<file path="src/rtl/core/mmtr_pkg.sv">
// Shared types and constants for the Mueller-Muller timing recovery unit.
// No dependencies; compile before every other file of the block.
`default_nettype none

package mmtr_pkg;

    // Default values for the top-level parameters
    localparam int DEF_INTERP_FACTOR = 16;
    localparam int DEF_SAMPLE_BITS   = 16;

    // Fixed field widths
    localparam int CNT_W   = 32;
    localparam int SPS_W   = 7;
    localparam int GAIN_W  = 16;
    localparam int ERR_W   = 19;
    localparam int PHASE_W = 16;
    localparam int SYM_W   = 16;

    // Error saturation limits (19-bit signed)
    localparam int ERR_MAX = 262143;
    localparam int ERR_MIN = -262144;

    // Configuration registers
    localparam int APB_DATA_W = 32;
    localparam int APB_ADDR_W = 3;
    localparam logic REG_SPS  = 1'b0;
    localparam logic REG_GAIN = 1'b1;
    localparam logic [SPS_W-1:0]  SPS_RESET  = 7'd8;
    localparam logic [GAIN_W-1:0] GAIN_RESET = 16'd19661;

    typedef enum logic [2:0] {
        ST_IDLE,
        ST_ERR,
        ST_MUL,
        ST_PHASE,
        ST_TGT
    } mmtr_state_t;

    // Commands from controller to datapath
    typedef struct packed {
        logic take;       // accept an input beat, count its position
        logic calc_err;   // form rails and the timing error
        logic calc_mul;   // scale the error by the loop gain
        logic calc_phase; // advance the phase, shift the history
        logic finish;     // compute the next target, load the result
    } mmtr_cmd_t;

    // Status from datapath to controller
    typedef struct packed {
        logic hit;        // position count equals target
        logic out_free;   // result register can take a beat
    } mmtr_sts_t;

endpackage

`default_nettype wire

</file>
<file path="src/rtl/core/mmtr_if.sv">
// Valid/ready stream interfaces for the sample input and the symbol output.
// Depends on mmtr_pkg.
`default_nettype none

interface mmtr_in_if #(
    parameter int SAMPLE_BITS = mmtr_pkg::DEF_SAMPLE_BITS
);
    logic                          valid;
    logic                          ready;
    logic signed [SAMPLE_BITS-1:0] sample_re;
    logic signed [SAMPLE_BITS-1:0] sample_im;

    modport source (output valid, output sample_re, output sample_im, input ready);
    modport sink   (input valid, input sample_re, input sample_im, output ready);
endinterface

interface mmtr_out_if;
    import mmtr_pkg::*;

    logic                      valid;
    logic                      ready;
    logic signed [SYM_W-1:0]   symbol_re;
    logic signed [SYM_W-1:0]   symbol_im;
    logic signed [ERR_W-1:0]   timing_error;
    logic        [PHASE_W-1:0] phase_frac;

    modport source (output valid, output symbol_re, output symbol_im,
                    output timing_error, output phase_frac, input ready);
    modport sink   (input valid, input symbol_re, input symbol_im,
                    input timing_error, input phase_frac, output ready);
endinterface

`default_nettype wire

</file>
<file path="src/rtl/core/mueller_muller_timing_recovery_unit.sv">
// Mueller-Muller symbol timing recovery on an interpolated complex sample
// stream. Every accepted sample advances a 32-bit position counter; a sample
// whose position equals the current target is taken as a symbol and yields
// one result beat (symbol, timing error, updated fractional phase), all other
// samples yield nothing. A sample that is not a symbol is only counted; a
// symbol sample steps through accept, error, gain multiply, phase update
// and target update, the controller stepping the shared loop datapath once
// per stage, and the target update waits while a stalled output holds the
// result register. Only one result is held; the next sample is accepted while
// it waits. Configuration sits on an APB port: samples_per_symbol at byte 0,
// loop_gain at byte 4 (address bit 2 selects); write it only while idle.
// Depends on mmtr_pkg, mmtr_if, mmtr_ctrl and mmtr_dp.
`default_nettype none

module mueller_muller_timing_recovery_unit #(
    parameter int INTERP_FACTOR = mmtr_pkg::DEF_INTERP_FACTOR,
    parameter int SAMPLE_BITS   = mmtr_pkg::DEF_SAMPLE_BITS
) (
    input  wire logic                                 clk,
    input  wire logic                                 rst_n,
    input  wire logic                                 psel,
    input  wire logic                                 penable,
    input  wire logic                                 pwrite,
    input  wire logic [mmtr_pkg::APB_ADDR_W-1:0]      paddr,
    input  wire logic [mmtr_pkg::APB_DATA_W-1:0]      pwdata,
    output logic      [mmtr_pkg::APB_DATA_W-1:0]      prdata,
    output logic                                      pready,
    mmtr_in_if.sink                                   in_ch,
    mmtr_out_if.source                                out_ch
);
    import mmtr_pkg::*;

    logic [SPS_W-1:0]  sps_reg;
    logic [GAIN_W-1:0] gain_reg;
    logic              cfg_wr;

    mmtr_cmd_t cmd;
    mmtr_sts_t sts;

    // Configuration registers: write on the APB access phase
    assign pready = 1'b1;
    assign cfg_wr = psel && penable && pwrite;

    always_ff @(posedge clk or negedge rst_n)
    begin
        if (!rst_n)
        begin
            sps_reg  <= SPS_RESET;
            gain_reg <= GAIN_RESET;
        end
        else if (cfg_wr)
        begin
            case (paddr[2])
                REG_SPS:  sps_reg  <= pwdata[SPS_W-1:0];
                REG_GAIN: gain_reg <= pwdata[GAIN_W-1:0];
                default:  sps_reg  <= sps_reg;
            endcase
        end
    end

    always_comb
    begin
        case (paddr[2])
            REG_SPS:  prdata = APB_DATA_W'(sps_reg);
            REG_GAIN: prdata = APB_DATA_W'(gain_reg);
            default:  prdata = '0;
        endcase
    end

    // Sequencer: one state per loop stage of a symbol
    mmtr_ctrl u_ctrl (
        .clk      (clk),
        .rst_n    (rst_n),
        .in_valid (in_ch.valid),
        .in_ready (in_ch.ready),
        .sts      (sts),
        .cmd      (cmd)
    );

    // Counters, error detector, loop filter and result register
    mmtr_dp #(
        .INTERP_FACTOR (INTERP_FACTOR),
        .SAMPLE_BITS   (SAMPLE_BITS)
    ) u_dp (
        .clk          (clk),
        .rst_n        (rst_n),
        .cmd          (cmd),
        .sts          (sts),
        .sps          (sps_reg),
        .gain         (gain_reg),
        .sample_re    (in_ch.sample_re),
        .sample_im    (in_ch.sample_im),
        .out_valid    (out_ch.valid),
        .out_ready    (out_ch.ready),
        .symbol_re    (out_ch.symbol_re),
        .symbol_im    (out_ch.symbol_im),
        .timing_error (out_ch.timing_error),
        .phase_frac   (out_ch.phase_frac)
    );

    // A new result beat only appears after the finish step
    a_valid_from_finish: assert property (@(posedge clk) disable iff (!rst_n)
        $rose(out_ch.valid) |-> $past(cmd.finish))
        else $error("result beat raised without a finish step");

    // A symbol sample starts the error step in the following cycle
    a_hit_starts_loop: assert property (@(posedge clk) disable iff (!rst_n)
        (cmd.take && sts.hit) |=> cmd.calc_err)
        else $error("symbol sample did not start the loop update");

    // A plain sample leaves the block ready for the next beat
    a_miss_stays_ready: assert property (@(posedge clk) disable iff (!rst_n)
        (cmd.take && !sts.hit) |=> in_ch.ready)
        else $error("non-symbol sample stalled the input");

    // At most one datapath step per cycle
    a_one_step: assert property (@(posedge clk) disable iff (!rst_n)
        $onehot0({cmd.take, cmd.calc_err, cmd.calc_mul, cmd.calc_phase, cmd.finish}))
        else $error("more than one datapath command active");

endmodule

`default_nettype wire

</file>
<file path="src/rtl/core/mmtr_ctrl.sv">
// Sequencing state machine for the timing recovery unit.
// Depends on mmtr_pkg; drives the command struct of mmtr_dp.
`default_nettype none

module mmtr_ctrl (
    input  wire logic               clk,
    input  wire logic               rst_n,
    input  wire logic               in_valid,
    output logic                    in_ready,
    input  wire mmtr_pkg::mmtr_sts_t sts,
    output mmtr_pkg::mmtr_cmd_t     cmd
);
    import mmtr_pkg::*;

    mmtr_state_t state_reg;
    mmtr_state_t state_next;

    always_ff @(posedge clk or negedge rst_n)
    begin
        if (!rst_n)
        begin
            state_reg <= ST_IDLE;
        end
        else
        begin
            state_reg <= state_next;
        end
    end

    always_comb
    begin
        state_next = state_reg;
        case (state_reg)
            ST_IDLE:
            begin
                if (in_valid && sts.hit)
                begin
                    state_next = ST_ERR;
                end
            end
            ST_ERR:   state_next = ST_MUL;
            ST_MUL:   state_next = ST_PHASE;
            ST_PHASE: state_next = ST_TGT;
            ST_TGT:
            begin
                if (sts.out_free)
                begin
                    state_next = ST_IDLE;
                end
            end
            default:  state_next = ST_IDLE;
        endcase
    end

    always_comb
    begin
        in_ready = 1'b0;
        cmd      = '0;
        case (state_reg)
            ST_IDLE:
            begin
                in_ready = 1'b1;
                cmd.take = in_valid;
            end
            ST_ERR:   cmd.calc_err   = 1'b1;
            ST_MUL:   cmd.calc_mul   = 1'b1;
            ST_PHASE: cmd.calc_phase = 1'b1;
            ST_TGT:   cmd.finish     = sts.out_free;
            default:  cmd            = '0;
        endcase
    end

endmodule

`default_nettype wire

</file>
<file path="src/rtl/core/mmtr_dp.sv">
// Datapath: position counter, error, loop filter, phase and target registers.
// Depends on mmtr_pkg; sequenced by mmtr_ctrl.
`default_nettype none

module mmtr_dp #(
    parameter int INTERP_FACTOR = mmtr_pkg::DEF_INTERP_FACTOR,
    parameter int SAMPLE_BITS   = mmtr_pkg::DEF_SAMPLE_BITS
) (
    input  wire logic                                clk,
    input  wire logic                                rst_n,
    input  wire mmtr_pkg::mmtr_cmd_t                 cmd,
    output mmtr_pkg::mmtr_sts_t                      sts,
    input  wire logic        [mmtr_pkg::SPS_W-1:0]   sps,
    input  wire logic        [mmtr_pkg::GAIN_W-1:0]  gain,
    input  wire logic signed [SAMPLE_BITS-1:0]       sample_re,
    input  wire logic signed [SAMPLE_BITS-1:0]       sample_im,
    output logic                                     out_valid,
    input  wire logic                                out_ready,
    output logic signed      [mmtr_pkg::SYM_W-1:0]   symbol_re,
    output logic signed      [mmtr_pkg::SYM_W-1:0]   symbol_im,
    output logic signed      [mmtr_pkg::ERR_W-1:0]   timing_error,
    output logic             [mmtr_pkg::PHASE_W-1:0] phase_frac
);
    import mmtr_pkg::*;

    localparam int EXT   = (SAMPLE_BITS + 3 > ERR_W) ? SAMPLE_BITS + 3 : ERR_W;
    localparam int SW    = (SAMPLE_BITS > SYM_W) ? SAMPLE_BITS : SYM_W;
    localparam int PW    = GAIN_W + 1 + ERR_W;       // gain * error product
    localparam int SHW   = PW - 14;                  // product after >>> 14
    localparam int TW    = SHW + 4;                  // phase total
    localparam int FW    = PHASE_W + $clog2(INTERP_FACTOR + 1);
    localparam int STEPW = TW - PHASE_W;

    localparam logic signed [EXT-1:0] E_HI = EXT'(ERR_MAX);
    localparam logic signed [EXT-1:0] E_LO = EXT'(ERR_MIN);
    localparam logic signed [TW-1:0]  ONE_SAMPLE = TW'(65536);

    logic [CNT_W-1:0]   pos_reg, pos_next;
    logic [CNT_W-1:0]   tgt_reg, tgt_next;
    logic [CNT_W-1:0]   idx_reg, idx_next;
    logic [PHASE_W-1:0] phase_reg, phase_next;

    logic signed [SAMPLE_BITS-1:0] smp_re_reg, smp_im_reg;
    logic signed [SAMPLE_BITS-1:0] h0_re_reg, h0_im_reg, h1_re_reg, h1_im_reg;
    logic [1:0]                    rail0_reg, rail1_reg;
    logic signed [ERR_W-1:0]       err_reg, err_next;
    logic signed [PW-1:0]          prod_reg, prod_next;

    logic                          out_valid_reg;
    logic signed [SYM_W-1:0]       sym_re_reg, sym_im_reg;
    logic signed [ERR_W-1:0]       oerr_reg;
    logic [PHASE_W-1:0]            ophase_reg;

    logic [1:0]           rail_cur;
    logic signed [EXT-1:0] x_re, x_im, y_re, y_im, e_full;
    logic signed [TW-1:0]  total_raw, total;
    logic [STEPW-1:0]      step;
    logic [FW-1:0]         frac_prod;
    logic signed [SW-1:0]  ext_re, ext_im;

    assign sts.hit      = (pos_reg == tgt_reg);
    assign sts.out_free = !out_valid_reg || out_ready;

    // Sign rails of the current symbol: 1 when strictly positive
    assign rail_cur[0] = !smp_re_reg[SAMPLE_BITS-1] && (|smp_re_reg);
    assign rail_cur[1] = !smp_im_reg[SAMPLE_BITS-1] && (|smp_im_reg);

    // Mueller-Muller error: rail differences only take -1, 0 or +1
    always_comb
    begin
        case ({rail_cur[0], rail1_reg[0]})
            2'b10:   x_re = EXT'(h0_re_reg);
            2'b01:   x_re = -EXT'(h0_re_reg);
            default: x_re = '0;
        endcase
        case ({rail_cur[1], rail1_reg[1]})
            2'b10:   x_im = EXT'(h0_im_reg);
            2'b01:   x_im = -EXT'(h0_im_reg);
            default: x_im = '0;
        endcase
        y_re = rail0_reg[0] ? EXT'(smp_re_reg) - EXT'(h1_re_reg) : '0;
        y_im = rail0_reg[1] ? EXT'(smp_im_reg) - EXT'(h1_im_reg) : '0;
        e_full = y_re + y_im - x_re - x_im;
        if (e_full > E_HI)
        begin
            err_next = ERR_W'(E_HI);
        end
        else if (e_full < E_LO)
        begin
            err_next = ERR_W'(E_LO);
        end
        else
        begin
            err_next = ERR_W'(e_full);
        end
    end

    assign prod_next = $signed({1'b0, gain}) * err_reg;

    // Phase total in Q16 samples; arithmetic shift floors the gain term
    always_comb
    begin
        total_raw = TW'($signed({1'b0, phase_reg}))
                  + TW'($signed({1'b0, sps, 16'b0}))
                  + TW'($signed(prod_reg[PW-1:14]));
        total = (total_raw < ONE_SAMPLE) ? ONE_SAMPLE : total_raw;
        step  = total[TW-1:PHASE_W];
    end

    assign frac_prod = FW'(phase_reg) * FW'(INTERP_FACTOR);
    assign ext_re    = SW'(smp_re_reg);
    assign ext_im    = SW'(smp_im_reg);

    always_comb
    begin
        pos_next   = cmd.take ? pos_reg + 1'b1 : pos_reg;
        idx_next   = cmd.calc_phase ? idx_reg + CNT_W'(step) : idx_reg;
        phase_next = cmd.calc_phase ? total[PHASE_W-1:0] : phase_reg;
        tgt_next   = tgt_reg;
        if (cmd.finish)
        begin
            tgt_next = CNT_W'(idx_reg * CNT_W'(INTERP_FACTOR))
                     + CNT_W'(frac_prod[FW-1:PHASE_W]);
        end
    end

    always_ff @(posedge clk or negedge rst_n)
    begin
        if (!rst_n)
        begin
            pos_reg       <= '0;
            tgt_reg       <= '0;
            idx_reg       <= '0;
            phase_reg     <= '0;
            h0_re_reg     <= '0;
            h0_im_reg     <= '0;
            h1_re_reg     <= '0;
            h1_im_reg     <= '0;
            rail0_reg     <= '0;
            rail1_reg     <= '0;
            out_valid_reg <= 1'b0;
        end
        else
        begin
            pos_reg   <= pos_next;
            tgt_reg   <= tgt_next;
            idx_reg   <= idx_next;
            phase_reg <= phase_next;
            if (cmd.calc_phase)
            begin
                h1_re_reg <= h0_re_reg;
                h1_im_reg <= h0_im_reg;
                rail1_reg <= rail0_reg;
                h0_re_reg <= smp_re_reg;
                h0_im_reg <= smp_im_reg;
                rail0_reg <= rail_cur;
            end
            if (cmd.finish)
            begin
                out_valid_reg <= 1'b1;
            end
            else if (out_ready)
            begin
                out_valid_reg <= 1'b0;
            end
        end
    end

    // Payload registers
    always_ff @(posedge clk)
    begin
        if (cmd.take)
        begin
            smp_re_reg <= sample_re;
            smp_im_reg <= sample_im;
        end
        if (cmd.calc_err)
        begin
            err_reg <= err_next;
        end
        if (cmd.calc_mul)
        begin
            prod_reg <= prod_next;
        end
        if (cmd.finish)
        begin
            sym_re_reg <= ext_re[SYM_W-1:0];
            sym_im_reg <= ext_im[SYM_W-1:0];
            oerr_reg   <= err_reg;
            ophase_reg <= phase_reg;
        end
    end

    assign out_valid    = out_valid_reg;
    assign symbol_re    = sym_re_reg;
    assign symbol_im    = sym_im_reg;
    assign timing_error = oerr_reg;
    assign phase_frac   = ophase_reg;

endmodule

`default_nettype wire
</file>
<file path="src/flat_wrapper.sv">
// flat-port wrapper written by rule: the top's interface ports become plain ports
module mueller_muller_timing_recovery_unit_flat import mmtr_pkg::*;
#(
    parameter int INTERP_FACTOR = mmtr_pkg::DEF_INTERP_FACTOR,
    parameter int SAMPLE_BITS   = mmtr_pkg::DEF_SAMPLE_BITS
)
  (clk, rst_n, psel, penable, pwrite, paddr, pwdata, prdata, pready, in_ch_valid, in_ch_sample_re, in_ch_sample_im, in_ch_ready, out_ch_valid, out_ch_symbol_re, out_ch_symbol_im, out_ch_timing_error, out_ch_phase_frac, out_ch_ready);
  mmtr_in_if #(.SAMPLE_BITS(SAMPLE_BITS)) in_ch_i ();
  mmtr_out_if out_ch_i ();
  input  wire logic clk;
  input  wire logic rst_n;
  input  wire logic psel;
  input  wire logic penable;
  input  wire logic pwrite;
  input  wire logic [mmtr_pkg::APB_ADDR_W-1:0] paddr;
  input  wire logic [mmtr_pkg::APB_DATA_W-1:0] pwdata;
  output logic      [mmtr_pkg::APB_DATA_W-1:0] prdata;
  output logic pready;
  input wire logic [$bits(in_ch_i.valid)-1:0] in_ch_valid;
  input wire logic [$bits(in_ch_i.sample_re)-1:0] in_ch_sample_re;
  input wire logic [$bits(in_ch_i.sample_im)-1:0] in_ch_sample_im;
  output wire logic [$bits(in_ch_i.ready)-1:0] in_ch_ready;
  output wire logic [$bits(out_ch_i.valid)-1:0] out_ch_valid;
  output wire logic [$bits(out_ch_i.symbol_re)-1:0] out_ch_symbol_re;
  output wire logic [$bits(out_ch_i.symbol_im)-1:0] out_ch_symbol_im;
  output wire logic [$bits(out_ch_i.timing_error)-1:0] out_ch_timing_error;
  output wire logic [$bits(out_ch_i.phase_frac)-1:0] out_ch_phase_frac;
  input wire logic [$bits(out_ch_i.ready)-1:0] out_ch_ready;
  assign in_ch_i.valid = in_ch_valid;
  assign in_ch_i.sample_re = in_ch_sample_re;
  assign in_ch_i.sample_im = in_ch_sample_im;
  assign in_ch_ready = in_ch_i.ready;
  assign out_ch_valid = out_ch_i.valid;
  assign out_ch_symbol_re = out_ch_i.symbol_re;
  assign out_ch_symbol_im = out_ch_i.symbol_im;
  assign out_ch_timing_error = out_ch_i.timing_error;
  assign out_ch_phase_frac = out_ch_i.phase_frac;
  assign out_ch_i.ready = out_ch_ready;
  mueller_muller_timing_recovery_unit #(.INTERP_FACTOR(INTERP_FACTOR), .SAMPLE_BITS(SAMPLE_BITS)) u_core (.clk(clk), .rst_n(rst_n), .psel(psel), .penable(penable), .pwrite(pwrite), .paddr(paddr), .pwdata(pwdata), .prdata(prdata), .pready(pready), .in_ch(in_ch_i), .out_ch(out_ch_i));
endmodule
</file>
<file path="config.mk">
export PLATFORM = sky130hd
export DESIGN_NAME = mueller_muller_timing_recovery_unit_flat
export DESIGN_NICKNAME = d
export VERILOG_FILES = /design/src/rtl/core/mmtr_pkg.sv /design/src/rtl/core/mmtr_if.sv /design/src/rtl/core/mueller_muller_timing_recovery_unit.sv /design/src/rtl/core/mmtr_ctrl.sv /design/src/rtl/core/mmtr_dp.sv /design/src/flat_wrapper.sv
export SDC_FILE = /design/constraint.sdc
export NUM_CORES = 2
export LEC_CHECK = 0
export ABC_AREA = 1
export BUFFER_PORTS_ARGS = -buffer_cell sky130_fd_sc_hd__buf_2
export CAP_MARGIN = 20
export CORE_MARGIN = 1.5
export CORE_UTILIZATION = 25
export CTS_CLUSTER_DIAMETER = 100
export CTS_CLUSTER_SIZE = 25
export DETAILED_ROUTE_END_ITERATION = 10
export HOLD_SLACK_MARGIN = 0.02
export SETUP_SLACK_MARGIN = 0.2
export SLEW_MARGIN = 10
export SYNTH_ARGS = -nofsm -noshare
export SYNTH_HDL_FRONTEND = slang
export SYNTH_SLANG_ARGS = --single-unit
</file>
<file path="constraint.sdc">
create_clock -name clk -period 11.1 [get_ports clk]
set_input_delay 1.665 -clock clk [delete_from_list [all_inputs] [get_ports clk]]
set_output_delay 1.665 -clock clk [all_outputs]
set_load 0.1 [all_outputs]
</file>
==> results.sh <==
export IMPL_hold_viol_final=0
export IMPL_cap_violations=0
export IMPL_cp_slowest_cell="edfxtp_1"
export IMPL_drcViolationCount=0
export IMPL_dieArea_sq_um=128000
export IMPL_vias=24345
export IMPL_crit_path_start="u_core.u_dp.err_reg[17]$_SDFFCE_PN1P_"
export IMPL_ant_nets=0
export IMPL_clock_sinks=343
export IMPL_syn_instance_count=3790
export IMPL_io_pins=176
export IMPL_hpwl_mm=66.7
export IMPL_cp_required_ns=11.39
export IMPL_timing_max_transition_violations_final=0
export IMPL_ys_warnings_count=0
export IMPL_slew_headroom_pct=29.8
export IMPL_ys_types=56
export IMPL_cp_cell_sequence="nand2_1 -> fa_1 -> inv_1 -> fa_1 -> inv_1 -> fa_1 -> fa_1 -> fa_1 -> inv_1 -> fa_1 -> ha_1 -> a21oi_1 -> a21boi_1 -> o21bai_1 -> a221oi_1 -> nand2_1 -> nand2_1 -> nand2_1"
export IMPL_slowest_delay_ns=0.92
export IMPL_insertion_delay_ns=0.60
export IMPL_fin_crit_sh_pct=58.7
export IMPL_netlist_area_sq_um=31500
export IMPL_async_flop_share_pct=59.2
export IMPL_antenna_found_initial=1
export IMPL_drt_total_wl_mm=83.4
export IMPL_diodes=0
export IMPL_status="completed"
export IMPL_post_cts_setup_buffer_count=0
export IMPL_drt_iter0_drc=1519
export IMPL_avgSynthCellArea_sq_um=8.31
export IMPL_min_period_ns=6.52
export IMPL_endpoint_kind="register"
export IMPL_fin_skew_ns=0.0359
export IMPL_place_gp_congestion=0.873
export IMPL_setup_violations=0
export IMPL_io_buffers=140
export IMPL_layout_area_overhead_vs_synth_pct=10.4
export IMPL_die_h_um=358
export IMPL_worst_pin_slew_ns=1.05
export IMPL_wl_per_cell_um=15.1
export IMPL_crit_path_start_kind="register"
export IMPL_rsz0062_at_grt="no"
export IMPL_cts_hold_buf=0
export IMPL_holdPathEnd="u_core.u_dp.idx_reg[27]$_DFFE_PN0P_"
export IMPL_crit_fanout=17
export IMPL_clk_path_buf_depth=3
export IMPL_cts_root_buf="clkbuf_16"
export IMPL_reg2reg_from="u_core.u_dp.err_reg[17]$_SDFFCE_PN1P_"
export IMPL_start_util_pct=25.1
export IMPL_cts_tree="yes"
export IMPL_yosysSeqAreaShare_pct=29.5
export IMPL_grt_pass1_vias=24787
export IMPL_cts_resized_gates=0
export IMPL_r2r_end="u_core.u_dp.prod_reg[34]$_DFFE_PN_"
export IMPL_holdCritPathClass="reg2reg"
export IMPL_grt_ovfl_total=0
export IMPL_vias_per_cell=4.40
export IMPL_fin_nets=4463
export IMPL_synth_edff_count=140
export IMPL_fmax_mhz=153
export IMPL_timing_reg2reg_setup_slack_ns=4.58
export IMPL_clk_pin_slew_ns=0.10
export IMPL_drive_gt1_share_pct=6.65
export IMPL_synth_flop_cell="dfrtp_1"
export IMPL_arrival_ns=6.81
export IMPL_setup_worst_path_class="reg2reg"
export IMPL_firstDrtPassIters=7
export IMPL_rows=130
export IMPL_min_delay_start="u_core.u_dp.idx_reg[27]$_DFFE_PN0P_"
export IMPL_core_area_sq_um=125000
export IMPL_cts_buffers=23
export IMPL_die_x_um=358
export IMPL_h_tree_depth=1
export IMPL_grt_first_pass_wirelength_mm=134
export IMPL_grt_max_degree=113
export IMPL_worstHoldPathCells=1
export IMPL_reg2regPathDepth=18
export IMPL_crit_top_cell="fa_1"
export IMPL_ys_seq_elements=343
export IMPL_track_usage_pct=13.2
export IMPL_totalNegativeSetupSlack_ns=0
==> area by class of cell <==
cell class / count / area (sq um)
clock buffer: 28 / 616
clock inverter: 13 / 215
fill: 13544 / 90600
inverter: 832 / 3120
multi-input combinational: 2503 / 18600
sequential: 343 / 9300
tap: 1650 / 2060
timing repair buffer: 159 / 853
==> per-stage QoR <==
stage / area (sq um) / utilization, % / hold slack (ns) / setup slack (ns) / instances
final: 34800 / 27.7 / 0.474 / 4.58 / 5528
after global routing: 34800 / 27.7 / 0.497 / 4.24 / 5528
after CTS: 34800 / 27.7 / 0.479 / 4.59 / 5528
after detailed placement: 34000 / 27.1 / 0.466 / 4.65 / 5487
after global placement: 34000 / 27.1 / 0.461 / 4.64 / 5487
after floorplan: 31600 / - / 0.424 / 5.42 / 3805
==> logic make-up after synthesis <==
logic type / after synthesis / share of synthesized area, %
fa+ha+maj: 527 / 29.1
flops: 343 / 29.5
simple gates: 1323 / 17.2
compound gates: 506 / 8.82
other cells: 2 / 0.0238
mux: 10 / 0.357
xor+xnor: 120 / 3.34
buf+inv: 959 / 11.6
==> per-layer routing <==
metal	GRT usage (%)	up-vias	share of wire (%)
met2	20.9	603	44
li1	-	11825	-
met1	18.8	11855	48
met3	2.52	62	6.7
met4	2.18	0	1.6
met5	0	-	0
==> how the worst max path moves through the flow <==
stage / cells after the start / slack (ns) / end
after floorplan: 22 / 5.42 / u_core.u_dp.prod_reg[25]$_DFFE_PN_
after global placement: 20 / 4.64 / u_core.u_dp.prod_reg[29]$_DFFE_PN_
after detailed placement: 16 / 4.65 / u_core.u_dp.prod_reg[34]$_DFFE_PN_
after CTS: 18 / 4.59 / u_core.u_dp.prod_reg[34]$_DFFE_PN_
after global routing: 18 / 4.24 / u_core.u_dp.prod_reg[34]$_DFFE_PN_
final: 18 / 4.58 / u_core.u_dp.prod_reg[34]$_DFFE_PN_
==> worst max-delay path: cells and delay by family, from the launching register on <==
kind            cells  cell delay [ns]
compound gates      4             1.10
simple gates        4             0.46
buf+inv             3             0.18
fa+ha+maj           7             3.54
flops               1             0.92
==> Yosys cell counts (86+ instances only) <==
cell type | n | share of area (%)
nor2_1 | 199 | 2.4
edfxtp_1 | 140 | 13
dfrtp_1 | 194 | 15
nand2_1 | 899 | 11
xor2_1 | 86 | 2.4
ha_1 | 182 | 7.2
a21oi_1 | 161 | 2.6
inv_1 | 811 | 9.7
clkbuf_1 | 106 | 1.3
fa_1 | 345 | 22
o21ai_0 | 180 | 2.9
nand3_1 | 99 | 1.6
==> cells in the final DEF, fill, tap and decap left out, drive strengths merged, types with 28 or more instances in the layout <==
cell type  instances
nor2             208
a21oi            161
fa               345
inv              834
dfrtp            194
buf              159
nand3             99
edfxtp           140
nor3              41
xnor2             34
ha               182
nand2            904
o21ai            247
clkbuf            28
xor2              86
nand4             37
Power is not shown: default switching activity piles up to over one toggle a cycle in this logic, so the estimate is an artifact.
